$ cat config.mk
export PLATFORM = sky130hd
export DESIGN_NAME = decimal_number_glyph_emitter_flat
export DESIGN_NICKNAME = d
export VERILOG_FILES = /design/src/design/dnge_pkg.sv /design/src/design/dnge_ifs.sv /design/src/design/decimal_number_glyph_emitter.sv /design/src/flat_wrapper.sv
export SDC_FILE = /design/constraint.sdc
export NUM_CORES = 1
export LEC_CHECK = 0
export BUFFER_PORTS_ARGS = -buffer_cell sky130_fd_sc_hd__buf_2
export CAP_MARGIN = 20
export CORE_UTILIZATION = 45
export DETAILED_ROUTE_END_ITERATION = 8
export GPL_TIMING_DRIVEN = 1
export PLACE_DENSITY = 0.67
export SLEW_MARGIN = 5
export SYNTH_ARGS = -nofsm -noshare
export SYNTH_HDL_FRONTEND = slang
export SYNTH_SLANG_ARGS = --single-unit
$ cat constraint.sdc
create_clock -name clk -period 10.8 [get_ports clk]
set_input_delay 2.16 -clock clk [delete_from_list [all_inputs] [get_ports clk]]
set_output_delay 2.16 -clock clk [all_outputs]
set_load 0.02 [all_outputs]
$ cat src/design/dnge_pkg.sv
// Shared types and constants of the decimal number glyph emitter.
package dnge_pkg;

    // Input field widths
    localparam int VALUE_W  = 32;
    localparam int COORD_W  = 10;
    localparam int BIT_CNT_W = $clog2(VALUE_W);

    // Output field widths
    localparam int DIGIT_W  = 4;
    localparam int FIX_W    = 13;
    localparam int TEX_W    = 16;
    localparam int CURSOR_W = 11;

    typedef logic [VALUE_W-1:0]  value_t;
    typedef logic [COORD_W-1:0]  coord_t;
    typedef logic [DIGIT_W-1:0]  digit_t;
    typedef logic [FIX_W-1:0]    fix_t;
    typedef logic [TEX_W-1:0]    tex_coord_t;
    typedef logic [CURSOR_W-1:0] cursor_t;

    // Glyph geometry: 8x8 cell, far edge inset by half a pixel in 11.2
    localparam fix_t    CELL_FAR_EDGE = fix_t'(30);
    localparam cursor_t DIGIT_ADVANCE = cursor_t'(7);

    // Digits sit in atlas row 3 (glyph row 1 plus offset 2): 3 * 8 << 5
    localparam tex_coord_t TEX_T_ORIGIN = tex_coord_t'(768);
    // Atlas column d gives d * 8 << 5, a shift of the digit by this much
    localparam int      TEX_S_SHIFT   = 8;

endpackage

$ cat src/design/dnge_ifs.sv
// Handshake channels of the decimal number glyph emitter.
interface dnge_number_if
    import dnge_pkg::*;
();
    logic   valid;
    logic   ready;
    value_t number_value;
    coord_t start_x;
    coord_t start_y;

    modport source (output valid, output number_value, output start_x, output start_y,
                    input ready);
    modport sink   (input valid, input number_value, input start_x, input start_y,
                    output ready);
endinterface

interface dnge_glyph_if
    import dnge_pkg::*;
();
    logic       valid;
    logic       ready;
    digit_t     digit_value;
    fix_t       rect_left;
    fix_t       rect_top;
    fix_t       rect_right;
    fix_t       rect_bottom;
    tex_coord_t tex_s;
    tex_coord_t tex_t;
    cursor_t    next_x;
    logic       last_digit;

    modport source (output valid, output digit_value, output rect_left, output rect_top,
                    output rect_right, output rect_bottom, output tex_s, output tex_t,
                    output next_x, output last_digit, input ready);
    modport sink   (input valid, input digit_value, input rect_left, input rect_top,
                    input rect_right, input rect_bottom, input tex_s, input tex_t,
                    input next_x, input last_digit, output ready);
endinterface

$ cat src/design/decimal_number_glyph_emitter.sv
// Decimal number glyph emitter: binary to decimal conversion and glyph rectangle output.
//
// Each item on the number channel is converted to decimal by a bit-serial shift-and-add-3
// loop over a MAX_DIGITS-digit BCD shift register, one value bit a cycle.
// Leading zero digits are then shifted out one per cycle, and the remaining digits go out
// most significant first, one glyph item per cycle while the glyph channel takes them.
// A new number is taken once the last glyph of the previous one sits in the output register.
// A value with more than MAX_DIGITS decimal digits shows only its low MAX_DIGITS digits.
module decimal_number_glyph_emitter
    import dnge_pkg::*;
#(
    parameter int MAX_DIGITS = 10
) (
    input  logic          clk,
    input  logic          rst_n,
    dnge_number_if.sink   number,
    dnge_glyph_if.source  glyph
);

    localparam int BCD_W = MAX_DIGITS * DIGIT_W;
    localparam int REM_W = $clog2(MAX_DIGITS + 1);

    localparam logic [1:0] S_IDLE = 2'd0;
    localparam logic [1:0] S_CONV = 2'd1;
    localparam logic [1:0] S_SKIP = 2'd2;
    localparam logic [1:0] S_EMIT = 2'd3;

    logic [1:0]           state_reg, state_next;
    logic [BIT_CNT_W-1:0] bit_cnt_reg, bit_cnt_next;
    logic [REM_W-1:0]     rem_reg, rem_next;
    logic                 ovf_reg, ovf_next;
    value_t               value_reg, value_next;
    logic [BCD_W-1:0]     bcd_reg, bcd_next;
    cursor_t              cursor_reg, cursor_next;
    coord_t               y_reg, y_next;

    logic                 oval_reg, oval_next;
    digit_t               odigit_reg;
    fix_t                 oleft_reg, otop_reg, oright_reg, obottom_reg;
    tex_coord_t           otex_s_reg;
    cursor_t              onext_x_reg;
    logic                 olast_reg;

    logic [BCD_W-1:0]     bcd_adj;
    digit_t               top_digit;
    logic                 out_free;
    logic                 emit_fire;
    logic                 accept;
    logic                 is_last;
    cursor_t              cursor_adv;

    // Add 3 to every digit of 5 or more before the doubling shift
    always_comb
    begin
        for (int i = 0; i < MAX_DIGITS; i++)
        begin
            if (bcd_reg[i*DIGIT_W +: DIGIT_W] >= digit_t'(5))
                bcd_adj[i*DIGIT_W +: DIGIT_W] = bcd_reg[i*DIGIT_W +: DIGIT_W] + digit_t'(3);
            else
                bcd_adj[i*DIGIT_W +: DIGIT_W] = bcd_reg[i*DIGIT_W +: DIGIT_W];
        end
    end

    assign top_digit  = bcd_reg[BCD_W-1 -: DIGIT_W];
    assign out_free   = !oval_reg || glyph.ready;
    assign emit_fire  = (state_reg == S_EMIT) && out_free;
    assign accept     = number.valid && number.ready;
    assign is_last    = (rem_reg == REM_W'(1));
    assign cursor_adv = cursor_reg + DIGIT_ADVANCE;

    assign number.ready = (state_reg == S_IDLE);

    // Sequence conversion, zero skipping and emission
    always_comb
    begin
        state_next   = state_reg;
        bit_cnt_next = bit_cnt_reg;
        rem_next     = rem_reg;
        ovf_next     = ovf_reg;
        value_next   = value_reg;
        bcd_next     = bcd_reg;
        cursor_next  = cursor_reg;
        y_next       = y_reg;
        case (state_reg)
            S_IDLE:
            begin
                if (accept)
                begin
                    value_next   = number.number_value;
                    cursor_next  = cursor_t'(number.start_x);
                    y_next       = number.start_y;
                    bcd_next     = '0;
                    ovf_next     = 1'b0;
                    bit_cnt_next = '0;
                    state_next   = S_CONV;
                end
            end
            S_CONV:
            begin
                bcd_next     = {bcd_adj[BCD_W-2:0], value_reg[VALUE_W-1]};
                value_next   = {value_reg[VALUE_W-2:0], 1'b0};
                ovf_next     = ovf_reg | bcd_adj[BCD_W-1];
                bit_cnt_next = bit_cnt_reg + BIT_CNT_W'(1);
                if (bit_cnt_reg == BIT_CNT_W'(VALUE_W - 1))
                begin
                    rem_next   = REM_W'(MAX_DIGITS);
                    state_next = S_SKIP;
                end
            end
            S_SKIP:
            begin
                // Drop a leading zero unless it is the only digit or digits overflowed
                if (top_digit == '0 && !is_last && !ovf_reg)
                begin
                    bcd_next = bcd_reg << DIGIT_W;
                    rem_next = rem_reg - REM_W'(1);
                end
                else
                begin
                    state_next = S_EMIT;
                end
            end
            S_EMIT:
            begin
                if (out_free)
                begin
                    bcd_next    = bcd_reg << DIGIT_W;
                    rem_next    = rem_reg - REM_W'(1);
                    cursor_next = cursor_adv;
                    if (is_last)
                        state_next = S_IDLE;
                end
            end
            default:
            begin
                state_next = S_IDLE;
            end
        endcase
    end

    // Output register valid: load on emit, clear when taken
    always_comb
    begin
        oval_next = oval_reg;
        if (emit_fire)
            oval_next = 1'b1;
        else if (glyph.ready)
            oval_next = 1'b0;
    end

    // Advance control state
    always_ff @(posedge clk or negedge rst_n)
    begin
        if (!rst_n)
        begin
            state_reg   <= S_IDLE;
            bit_cnt_reg <= '0;
            rem_reg     <= '0;
            ovf_reg     <= 1'b0;
            cursor_reg  <= '0;
            oval_reg    <= 1'b0;
        end
        else
        begin
            state_reg   <= state_next;
            bit_cnt_reg <= bit_cnt_next;
            rem_reg     <= rem_next;
            ovf_reg     <= ovf_next;
            cursor_reg  <= cursor_next;
            oval_reg    <= oval_next;
        end
    end

    // Hold working data
    always_ff @(posedge clk)
    begin
        value_reg <= value_next;
        bcd_reg   <= bcd_next;
        y_reg     <= y_next;
    end

    // Load the glyph rectangle of the top digit
    always_ff @(posedge clk)
    begin
        if (emit_fire)
        begin
            odigit_reg  <= top_digit;
            oleft_reg   <= {cursor_reg, 2'b00};
            otop_reg    <= fix_t'({y_reg, 2'b00});
            oright_reg  <= {cursor_reg, 2'b00} + CELL_FAR_EDGE;
            obottom_reg <= fix_t'({y_reg, 2'b00}) + CELL_FAR_EDGE;
            otex_s_reg  <= tex_coord_t'(top_digit) << TEX_S_SHIFT;
            onext_x_reg <= cursor_adv;
            olast_reg   <= is_last;
        end
    end

    assign glyph.valid       = oval_reg;
    assign glyph.digit_value = odigit_reg;
    assign glyph.rect_left   = oleft_reg;
    assign glyph.rect_top    = otop_reg;
    assign glyph.rect_right  = oright_reg;
    assign glyph.rect_bottom = obottom_reg;
    assign glyph.tex_s       = otex_s_reg;
    assign glyph.tex_t       = TEX_T_ORIGIN;
    assign glyph.next_x      = onext_x_reg;
    assign glyph.last_digit  = olast_reg;

`ifndef NO_ASSERTIONS
    // Conversion ends after exactly one pass over the value bits
    a_conv_len: assert property (@(posedge clk) disable iff (!rst_n)
        (state_reg == S_CONV && bit_cnt_reg == BIT_CNT_W'(VALUE_W - 1)) |=>
        (state_reg == S_SKIP))
        else $error("conversion did not end after the last value bit");

    // Every emitted digit is a decimal digit
    a_digit_range: assert property (@(posedge clk) disable iff (!rst_n)
        glyph.valid |-> (glyph.digit_value <= digit_t'(9)))
        else $error("emitted digit above nine");

    // Digit counter never runs dry while digits are pending
    a_rem_nonzero: assert property (@(posedge clk) disable iff (!rst_n)
        (state_reg == S_SKIP || state_reg == S_EMIT) |-> (rem_reg != '0))
        else $error("digit counter empty while skipping or emitting");

    // The last glyph returns the sequencer to idle and is marked last
    a_last_idle: assert property (@(posedge clk) disable iff (!rst_n)
        (emit_fire && is_last) |=> (state_reg == S_IDLE && glyph.valid && glyph.last_digit))
        else $error("last glyph not followed by idle");
`endif

endmodule
$ cat src/flat_wrapper.sv
// flat-port wrapper written by rule: the top's interface ports become plain ports
module decimal_number_glyph_emitter_flat import dnge_pkg::*;
#(
    parameter int MAX_DIGITS = 10
)
  (clk, rst_n, number_valid, number_number_value, number_start_x, number_start_y, number_ready, glyph_valid, glyph_digit_value, glyph_rect_left, glyph_rect_top, glyph_rect_right, glyph_rect_bottom, glyph_tex_s, glyph_tex_t, glyph_next_x, glyph_last_digit, glyph_ready);
  dnge_number_if number_i ();
  dnge_glyph_if glyph_i ();
  input  logic clk;
  input  logic rst_n;
  input wire logic [$bits(number_i.valid)-1:0] number_valid;
  input wire logic [$bits(number_i.number_value)-1:0] number_number_value;
  input wire logic [$bits(number_i.start_x)-1:0] number_start_x;
  input wire logic [$bits(number_i.start_y)-1:0] number_start_y;
  output wire logic [$bits(number_i.ready)-1:0] number_ready;
  output wire logic [$bits(glyph_i.valid)-1:0] glyph_valid;
  output wire logic [$bits(glyph_i.digit_value)-1:0] glyph_digit_value;
  output wire logic [$bits(glyph_i.rect_left)-1:0] glyph_rect_left;
  output wire logic [$bits(glyph_i.rect_top)-1:0] glyph_rect_top;
  output wire logic [$bits(glyph_i.rect_right)-1:0] glyph_rect_right;
  output wire logic [$bits(glyph_i.rect_bottom)-1:0] glyph_rect_bottom;
  output wire logic [$bits(glyph_i.tex_s)-1:0] glyph_tex_s;
  output wire logic [$bits(glyph_i.tex_t)-1:0] glyph_tex_t;
  output wire logic [$bits(glyph_i.next_x)-1:0] glyph_next_x;
  output wire logic [$bits(glyph_i.last_digit)-1:0] glyph_last_digit;
  input wire logic [$bits(glyph_i.ready)-1:0] glyph_ready;
  assign number_i.valid = number_valid;
  assign number_i.number_value = number_number_value;
  assign number_i.start_x = number_start_x;
  assign number_i.start_y = number_start_y;
  assign number_ready = number_i.ready;
  assign glyph_valid = glyph_i.valid;
  assign glyph_digit_value = glyph_i.digit_value;
  assign glyph_rect_left = glyph_i.rect_left;
  assign glyph_rect_top = glyph_i.rect_top;
  assign glyph_rect_right = glyph_i.rect_right;
  assign glyph_rect_bottom = glyph_i.rect_bottom;
  assign glyph_tex_s = glyph_i.tex_s;
  assign glyph_tex_t = glyph_i.tex_t;
  assign glyph_next_x = glyph_i.next_x;
  assign glyph_last_digit = glyph_i.last_digit;
  assign glyph_i.ready = glyph_ready;
  decimal_number_glyph_emitter #(.MAX_DIGITS(MAX_DIGITS)) u_core (.clk(clk), .rst_n(rst_n), .number(number_i), .glyph(glyph_i));
endmodule
* Word-level counts from Yosys, hierarchy flattened
Cells that the tools add are included.
Storage, ports and cells: bits in registers 169, latch bits 0, RAM bits 0, bits in read-only memories 0, bits of input ports 56, output and inout port bits 102, word-level logic and storage cells 108, memories 0
Cells by class: add/subtract/negate cells 15, $mul 0, div/mod/pow operators 0, order comparisons 10, eq/ne operators 11, shifts and indexed selects 0, muxes and demuxes 35, bitwise operators 1, reductions and logical operators 20
Operator list (number):
- $pmux 40 s4 | 1
- $mux 40 | 3
- $pmux 32 s2 | 1
- $mux 4 | 13
- $add 4x2->4 const B | 10
- $ge 4x3->1 const B | 10
- $mux 32 | 1
- $mux 11 | 2
- $pmux 11 s2 | 1
- $add 12x5->13 const B | 1
- $add 13x5->13 const B | 1
- $pmux 4 s3 | 1
- $add 11x3->11 const B | 1
- $mux 2 | 5
- $pmux 5 s2 | 1
- $ne 2x1->1 const B | 4
- $pmux 2 s4 | 1
- $reduce_and 3->1 | 2
- $reduce_bool 2->1 | 3
- $add 5x1->5 const B | 1
- $eq 5x5->1 const B | 1
- $mux 5 | 1
- $reduce_and 5->1 | 1
- $eq 2x2->1 const B | 2
- 15 further kinds | 24

* Depth between registers and ports, before layout
Gate-level depths: netlist of run 1.
depth after elaboration 6, mapped depth 8, gate-level depth less buffers 7

* Worst setup path before layout of run 1
No wires, ideal clock.
path kind input-to-reg, start point input number_valid, end point register u_core.bcd_reg[0], enable pin, setup time 0.487 ns, arrival 5.238 ns, required time 10.313 ns, setup slack 5.075 ns, cell stages on the path 3, path buffers 1, cell sequence buf_2 nor2b_1 nor3_1
Between the ends: cells in the longest elaborated chain, start to end 3
Ends and longest elaborated chain:
- start: declaration | RTL line flat_wrapper.sv:11 | input wire logic [$bits(number_i.valid)-1:0] number_valid;
- $logic_and 1x1->1 | RTL line decimal_number_glyph_emitter.sv:67 | assign accept = number.valid && number.ready;
- $ne 2x2->1 (no line)
- $reduce_and 3->1 (no line)
- end signal: assignment | RTL line decimal_number_glyph_emitter.sv:178 | bcd_reg <= bcd_next;
- end: declaration | RTL line decimal_number_glyph_emitter.sv:33 | logic [BCD_W-1:0] bcd_reg, bcd_next;
Every way passes these cells. A chain may end at the register's enable or synchronous reset.

* Worst setup path in the final report of run 1
start point register u_core.state_reg[1], end point output number_ready
Between the ends: cells in the longest elaborated chain, start to end 1
Ends and longest elaborated chain:
- start: declaration | RTL line decimal_number_glyph_emitter.sv:28 | logic [1:0] state_reg, state_next;
- start signal: assignment | RTL line decimal_number_glyph_emitter.sv:165 | state_reg <= state_next;
- $logic_not 2->1 | RTL line decimal_number_glyph_emitter.sv:71 | assign number.ready = (state_reg == S_IDLE);
- end: declaration | RTL line flat_wrapper.sv:15 | output wire logic [$bits(number_i.ready)-1:0] number_ready;
Every way passes these cells.

==> results of run 1 <==
==> power by group through the flow <==
stage	combinational, W	clock (W)	sequential [W]
CTS	0.00124	0.000678	0.00120
floorplan	0.000911	0	0.00124
finish	0.00124	0.000666	0.00120
global route	0.00138	0.000702	0.00123
global placement	0.00119	0	0.00119
detailed placement	0.00123	0	0.00121
==> final timing paths <==
| check | from | to | slack, ps |
|---|---|---|---|
| min | u_core.bcd_reg[37]$_DFFE_PP_ | u_core.glyph.tex_s[9]$_DFFE_PP_ | 470 |
| max in group asynchronous | rst_n | u_core.bit_cnt_reg[1]$_DFFE_PN0P_ | 8690 |
| min reg2reg | u_core.bcd_reg[37]$_DFFE_PP_ | u_core.glyph.tex_s[9]$_DFFE_PP_ | 470 |
| max reg2reg | u_core.state_reg[1]$_DFFE_PN0P_ | u_core.bit_cnt_reg[2]$_DFFE_PN0P_ | 7850 |
| max | u_core.state_reg[1]$_DFFE_PN0P_ | number_ready | 6760 |
| min in group asynchronous | rst_n | u_core.glyph.valid$_DFFE_PN0P_ | 1730 |
==> layer usage <==
layer	up-vias	routed length (um)	global-route usage, %
met1	2501	6600	21.9
met2	180	7390	29.6
met5	-	0	0
met3	22	912	3.94
met4	0	277	7.12
li1	2440	-	-
==> layout make-up <==
class | instances | area (um^2) | area share [%]
flip-flops and latches | 154 | 4500 | 49.0
multi-input cells | 416 | 2980 | 32.4
repair buffers | 123 | 636 | 6.91
clock buffers | 19 | 453 | 4.93
well taps | 225 | 282 | 3.06
clock inverters | 13 | 213 | 2.31
inverters | 35 | 131 | 1.43
==> placed cells by master (no fill, tap or decap), drive strengths merged, types with 3 or more instances in the layout <==
| cell type | n |
|---|---|
| nand3 | 7 |
| nor2 | 33 |
| bufinv | 5 |
| inv | 38 |
| o22ai | 5 |
| xnor2 | 25 |
| edfxtp | 130 |
| nand2 | 45 |
| xor2 | 11 |
| a32oi | 6 |
| nor3 | 11 |
| nand2b | 15 |
| mux2i | 9 |
| a21oi | 24 |
| clkinv | 4 |
| nand4 | 3 |
| a2bb2oi | 13 |
| a21o | 4 |
| nor3b | 13 |
| o32a | 4 |
| conb | 37 |
| nor2b | 4 |
| ha | 32 |
| buf | 123 |
| mux2 | 46 |
| o21ai | 40 |
| dfrtp | 24 |
| and3 | 4 |
| clkbuf | 19 |
==> kinds of logic after synthesis <==
family,after synthesis,share of synthesized area [%]
xor gates and xnor gates,36,3.96
adders and majority gates,32,5.03
buffers and inverters,107,7.74
and+or+nand+nor,145,9.48
muxes,55,7.74
AOI/OAI and AO/OA,111,9.33
other,2,0.0944
DFF,154,56.6
==> worst max-delay path, stage by stage, from the launching register on <==
cell     delay (ps)
dfrtp_1         410
inv_1           130
ha_1            620
buf_2           300
==> metrics by stage <==
stage | hold slack [ps] | worst slack [ps] | util, %
2_1_floorplan | 424 | 5080 | -
3_3_place_gp | 452 | 7110 | 49.2
3_5_place_dp | 456 | 7050 | 49.2
4_1_cts | 471 | 6760 | 53.0
5_1_grt | 486 | 6620 | 53.2
6_report | 470 | 6760 | 53.2
==> run metrics, run 1 <==
clock slew at reported path FFs=around 60 ps; post-synth top area share=49.1%; num ports=158; Post-synth top flop=edfxtp_1; Root Driver=clkbuf_16; post-synth top area cell=edfxtp_1; share of layout cells above drive strength 1=28.2%; Cell Area, Placed=about 8500 um^2; Longest Clk Path Bufs=2; data arrival time of the critical path=1880 ps; sequential area share after synthesis=56.6%; input/output buffers=120; number of synthesis warnings=0; Die Footprint=18,200 um^2; maxcap violations=0; core footprint=17,300 um^2; fin area=9190 um^2; global-route wire length before repair=roughly 25,000 um; DR iter-0 viols=between 300 and 400; clock share of power=21.5%; RSZ-0062 raised after global routing=false; WS Path Type=reg2out; largest net degree at the start of global routing=49; library cells used by synthesis=54; NumNets Final=between 800 and 900; CTS Buf Count=17; Skew-Pair Late Insertion Delay=approximately 430 ps; fmax=247 MHz; FF-to-FF path depth=7; DP Cell Count=between 900 and 1,000; Detailed Route WL=15,200 um; largest cells by area after synthesis=edfxtp_1 (49%), dfrtp_1 (7.5%), mux2_2 (6.2%), ha_1 (5.0%), buf_4 (4.9%); endpoints failing setup=0; Startpoint Class=register; Final ANT Viol Nets=0; Non-Filler Instances=985; synth cell count leaders=edfxtp_1 (130), buf_4 (52), nand2_1 (45), mux2_2 (44), o21ai_0 (40); Area Overhead vs Synth=15.6%; max-slew violations=0; Fillers=about 1,500; Pint=0.00193 W; ys async rst share=15.6%; H-tree levels=4; sequential fraction of design power=38.6%; Mapped Area=roughly 8000 um^2; vias per inst=between 5 and 6; number of global-route vias before repair=~5,100; height of the die=around 130 um; worst min-delay path class=reg2reg; TritonCTS clock tree=yes; CTS Hold Bufs=0; Largest register FFs=40; final worst path period need=4040 ps; All-Layer GR Usage=about 18%; number of synthesized register bits=154; Worst Path Max Fanout=17; sw power=0.00117 W; Slew Limit Headroom=35.6%; initial antenna violation count=0; Post-Syn Instances=642; # DRC=0; switching portion of total power=37.7%; most frequent cell after synthesis=edfxtp_1; vias after detailed routing=between 5,000 and 6,000; initial core utilization=~46%; Final Power=0.00310 W; Syn Area/Cell=12.4 um^2; CTS Sinks=154; Worst Path Required=8640 ps; Static Leak=3.72 nW; number of synthesized flops with an enable pin=between 100 and 150; Worst-Margin Slew=966 ps; TritonRoute pass-1 iters=4; Antenna Cells=0; run status=completed; Pwr per Cell Area=between 300 and 400 nW/um^2; DPL Wire Length=10,100 um; combinational share of power=40.0%; Fin Setup TNS=0 ps; die boundary width=135 um; Final GP Congestion=0.839; WHS Path Cells=0; wire per inst=15.4 um; post_cts resized=0; FP Rows=48; Peak VDD IR=0.176 mV; critical path capture point type=primary output; Setup Skew=7.98 ps; global route overflow=0; fin crit share=37.5%; final hold viol count=0; post-CTS setup buffer count=0
Power figures use the tool's default switching activity.
==> inputs of run 2 (changes only) <==
--- a/config.mk
+++ b/config.mk
@@ -10,7 +10,7 @@
 export CORE_UTILIZATION = 45
 export DETAILED_ROUTE_END_ITERATION = 8
 export GPL_TIMING_DRIVEN = 1
-export PLACE_DENSITY = 0.67
+export PLACE_DENSITY = 0.7
 export SLEW_MARGIN = 5
 export SYNTH_ARGS = -nofsm -noshare
 export SYNTH_HDL_FRONTEND = slang
==> constraint.sdc (replaced) <==
create_clock -name clk -period 3.4 [get_ports clk]
set_input_delay 0.68 -clock clk [delete_from_list [all_inputs] [get_ports clk]]
set_output_delay 0.68 -clock clk [all_outputs]
set_load 0.02 [all_outputs]
==> run 2 against run 1 <==
Compared with the run above:
- die area unchanged
- routed wire length down 1.9%
- sequential share of layout area rose by 0.29 points
- register-to-register slack got worse by 7000 ps
- total power grew to 3.1 times the previous value
- clock skew is 1.4 ps higher
- clock-buffer cell count down 1
- utilization is 0.31 points lower
- hold slack worse by 210 ps
- global-route usage down 0.43 points
- clock power grew to 2.7 times the previous value
- combinational power grew to 3.2 times the previous value
- critical path type unchanged
- largest cell class unchanged
==> run metrics, run 2 (same netlist as run 1, synthesis figures left out) <==
CTS Sinks=154 (unchanged); Die Footprint=18,200 um^2 (unchanged); fin crit share=75.1%; CTS Hold Bufs=0 (unchanged); All-Layer GR Usage=17.1% (-0.43 points); Detailed Route WL=14,900 um (-1.9%); Worst Path Max Fanout=17 (unchanged); fmax=391 MHz; Antenna Cells=0 (unchanged); Startpoint Class=register; FP Rows=48 (unchanged); post_cts resized=0 (unchanged); TritonCTS clock tree=yes; number of global-route vias before repair=4,911 (-3.6%); Fin Setup TNS=0 ps (unchanged); initial antenna violation count=0 (unchanged); TritonRoute pass-1 iters=5 (+1); Root Driver=clkbuf_16; Fillers=1,519 (+2.2%); DPL Wire Length=10,200 um (+1.1%); Peak VDD IR=0.608 mV (+240%); height of the die=135 um (unchanged); Longest Clk Path Bufs=2 (unchanged); clock slew at reported path FFs=60 ps (about the same); critical path capture point type=primary output; core footprint=17,300 um^2 (unchanged); most frequent cells in the layout=edfxtp_1 (130), buf_2 (120), nand2_1 (45); CTS Buf Count=17 (unchanged); input/output buffers=120 (unchanged); global route overflow=0 (unchanged); vias per inst=5.10 (-2.4%); Worst Path Required=2720 ps (-5920 ps); crit-path max cell delay=610 ps (about the same); Worst-Margin Slew=899 ps (-66.5 ps); Setup Skew=9.34 ps (+1.36 ps); endpoints failing setup=0 (unchanged); worst min-delay path class=in2async; maxcap violations=0 (unchanged); Static Leak=3.70 nW (-0.40%); Skew-Pair Late Insertion Delay=420 ps (about the same); H-tree levels=4 (unchanged); RSZ-0062 raised after global routing=false; run status=completed; NumNets Final=842 (+0.84%); CP cell instances=inv_1 -> ha_1 -> buf_2; global-route wire length before repair=24,000 um (-3.3%); data arrival time of the critical path=1870 ps (about the same); num ports=158 (unchanged); commonest non-fill, non-tap cell in the layout=edfxtp_1; CP max-delay cell=ha_1; final hold viol count=0 (unchanged); largest net degree at the start of global routing=41 (-16%); DR iter-0 viols=328 (+7.5%); Final Power=0.00959 W (+210%); Largest register FFs=40 (unchanged); # DRC=0 (unchanged); share of layout cells above drive strength 1=28.7% (+0.53 points); WS Path Type=reg2out; initial core utilization=46.0% (unchanged); wire per inst=15.0 um (-2.6%); vias after detailed routing=5,055 (-1.7%); Area Overhead vs Synth=14.9%; post-CTS setup buffer count=0 (unchanged); Pwr per Cell Area=1050 nW/um^2 (+210%); max-slew violations=0 (unchanged); Final GP Congestion=0.820 (-2.3%); die boundary width=135 um (unchanged); Final ANT Viol Nets=0 (unchanged); final worst path period need=2550 ps; Slew Limit Headroom=40.0% (+4.4 points)
[run 2: routing by layer]
| metal | track usage (%) | share of wire [%] | up-vias |
|---|---|---|---|
| li1 | - | - | 2460 |
| met1 | 21.0 | 43 | 2405 |
| met2 | 29.4 | 50 | 178 |
| met3 | 4.43 | 6.1 | 12 |
| met4 | 5.56 | 1.0 | 0 |
| met5 | 0 | 0 | - |
[run 2: metrics by stage]
step                worst slack [ps]  instances  instance area [um^2]  utilization (%)  hold slack [ps]
finish                           845        992                  9140             52.8              261
global route                     676        992                  9140             52.8              279
CTS                              808        992                  9140             52.8              259
detailed placement               831        960                  8570             49.6              463
global placement                 977        960                  8570             49.6              455
floorplan                        266        677                  8090                -              384
[run 2: layout make-up]
type	count	area [um^2]	share of cell area [%]
Sequential cell	154	4500	49.3
Multi-Input combinational cell	416	2980	32.6
Timing Repair Buffer	130	676	7.39
Clock buffer	18	429	4.70
Tap cell	225	282	3.08
Clock inverter	14	136	1.49
Inverter	35	131	1.44
[run 2: final timing paths]
| path | from | to | slack [ps] | depth (start not counted) |
|---|---|---|---|---|
| worst max-delay path | u_core.state_reg[0]$_DFFE_PN0P_ | number_ready | 850 | 3 |
| worst min-delay path | rst_n | u_core.cursor_reg[9]$_DFFE_PN0P_ | 260 | 1 |
| worst max register to register | u_core.state_reg[0]$_DFFE_PN0P_ | u_core.bit_cnt_reg[2]$_DFFE_PN0P_ | 870 | 6 |
| worst min register to register | u_core.y_reg[1]$_DFFE_PP_ | u_core.glyph.rect_top[3]$_DFFE_PP_ | 480 | 0 |
| max in group asynchronous | rst_n | u_core.cursor_reg[2]$_DFFE_PN0P_ | 2740 | 1 |
| min in group clk | number_start_y[0] | u_core.y_reg[0]$_DFFE_PP_ | 430 | 1 |
[run 2: power by group]
part | leakage, nW | internal [W] | total, W | switching (W)
registers | 1.56 | 0.00323 | 0.00380 | 0.000570
clock network | 0.276 | 0.00102 | 0.00180 | 0.000780
logic | 1.86 | 0.00160 | 0.00399 | 0.00239
total | 3.70 | 0.00585 | 0.00959 | 0.00374
[run 2: critical path, delay by kind of cell (launching register included)]
family / cells / cell delay, ps
flip-flops: 1 / 410
buffers and inverters: 2 / 430
adder cells (fa/ha/maj): 1 / 610
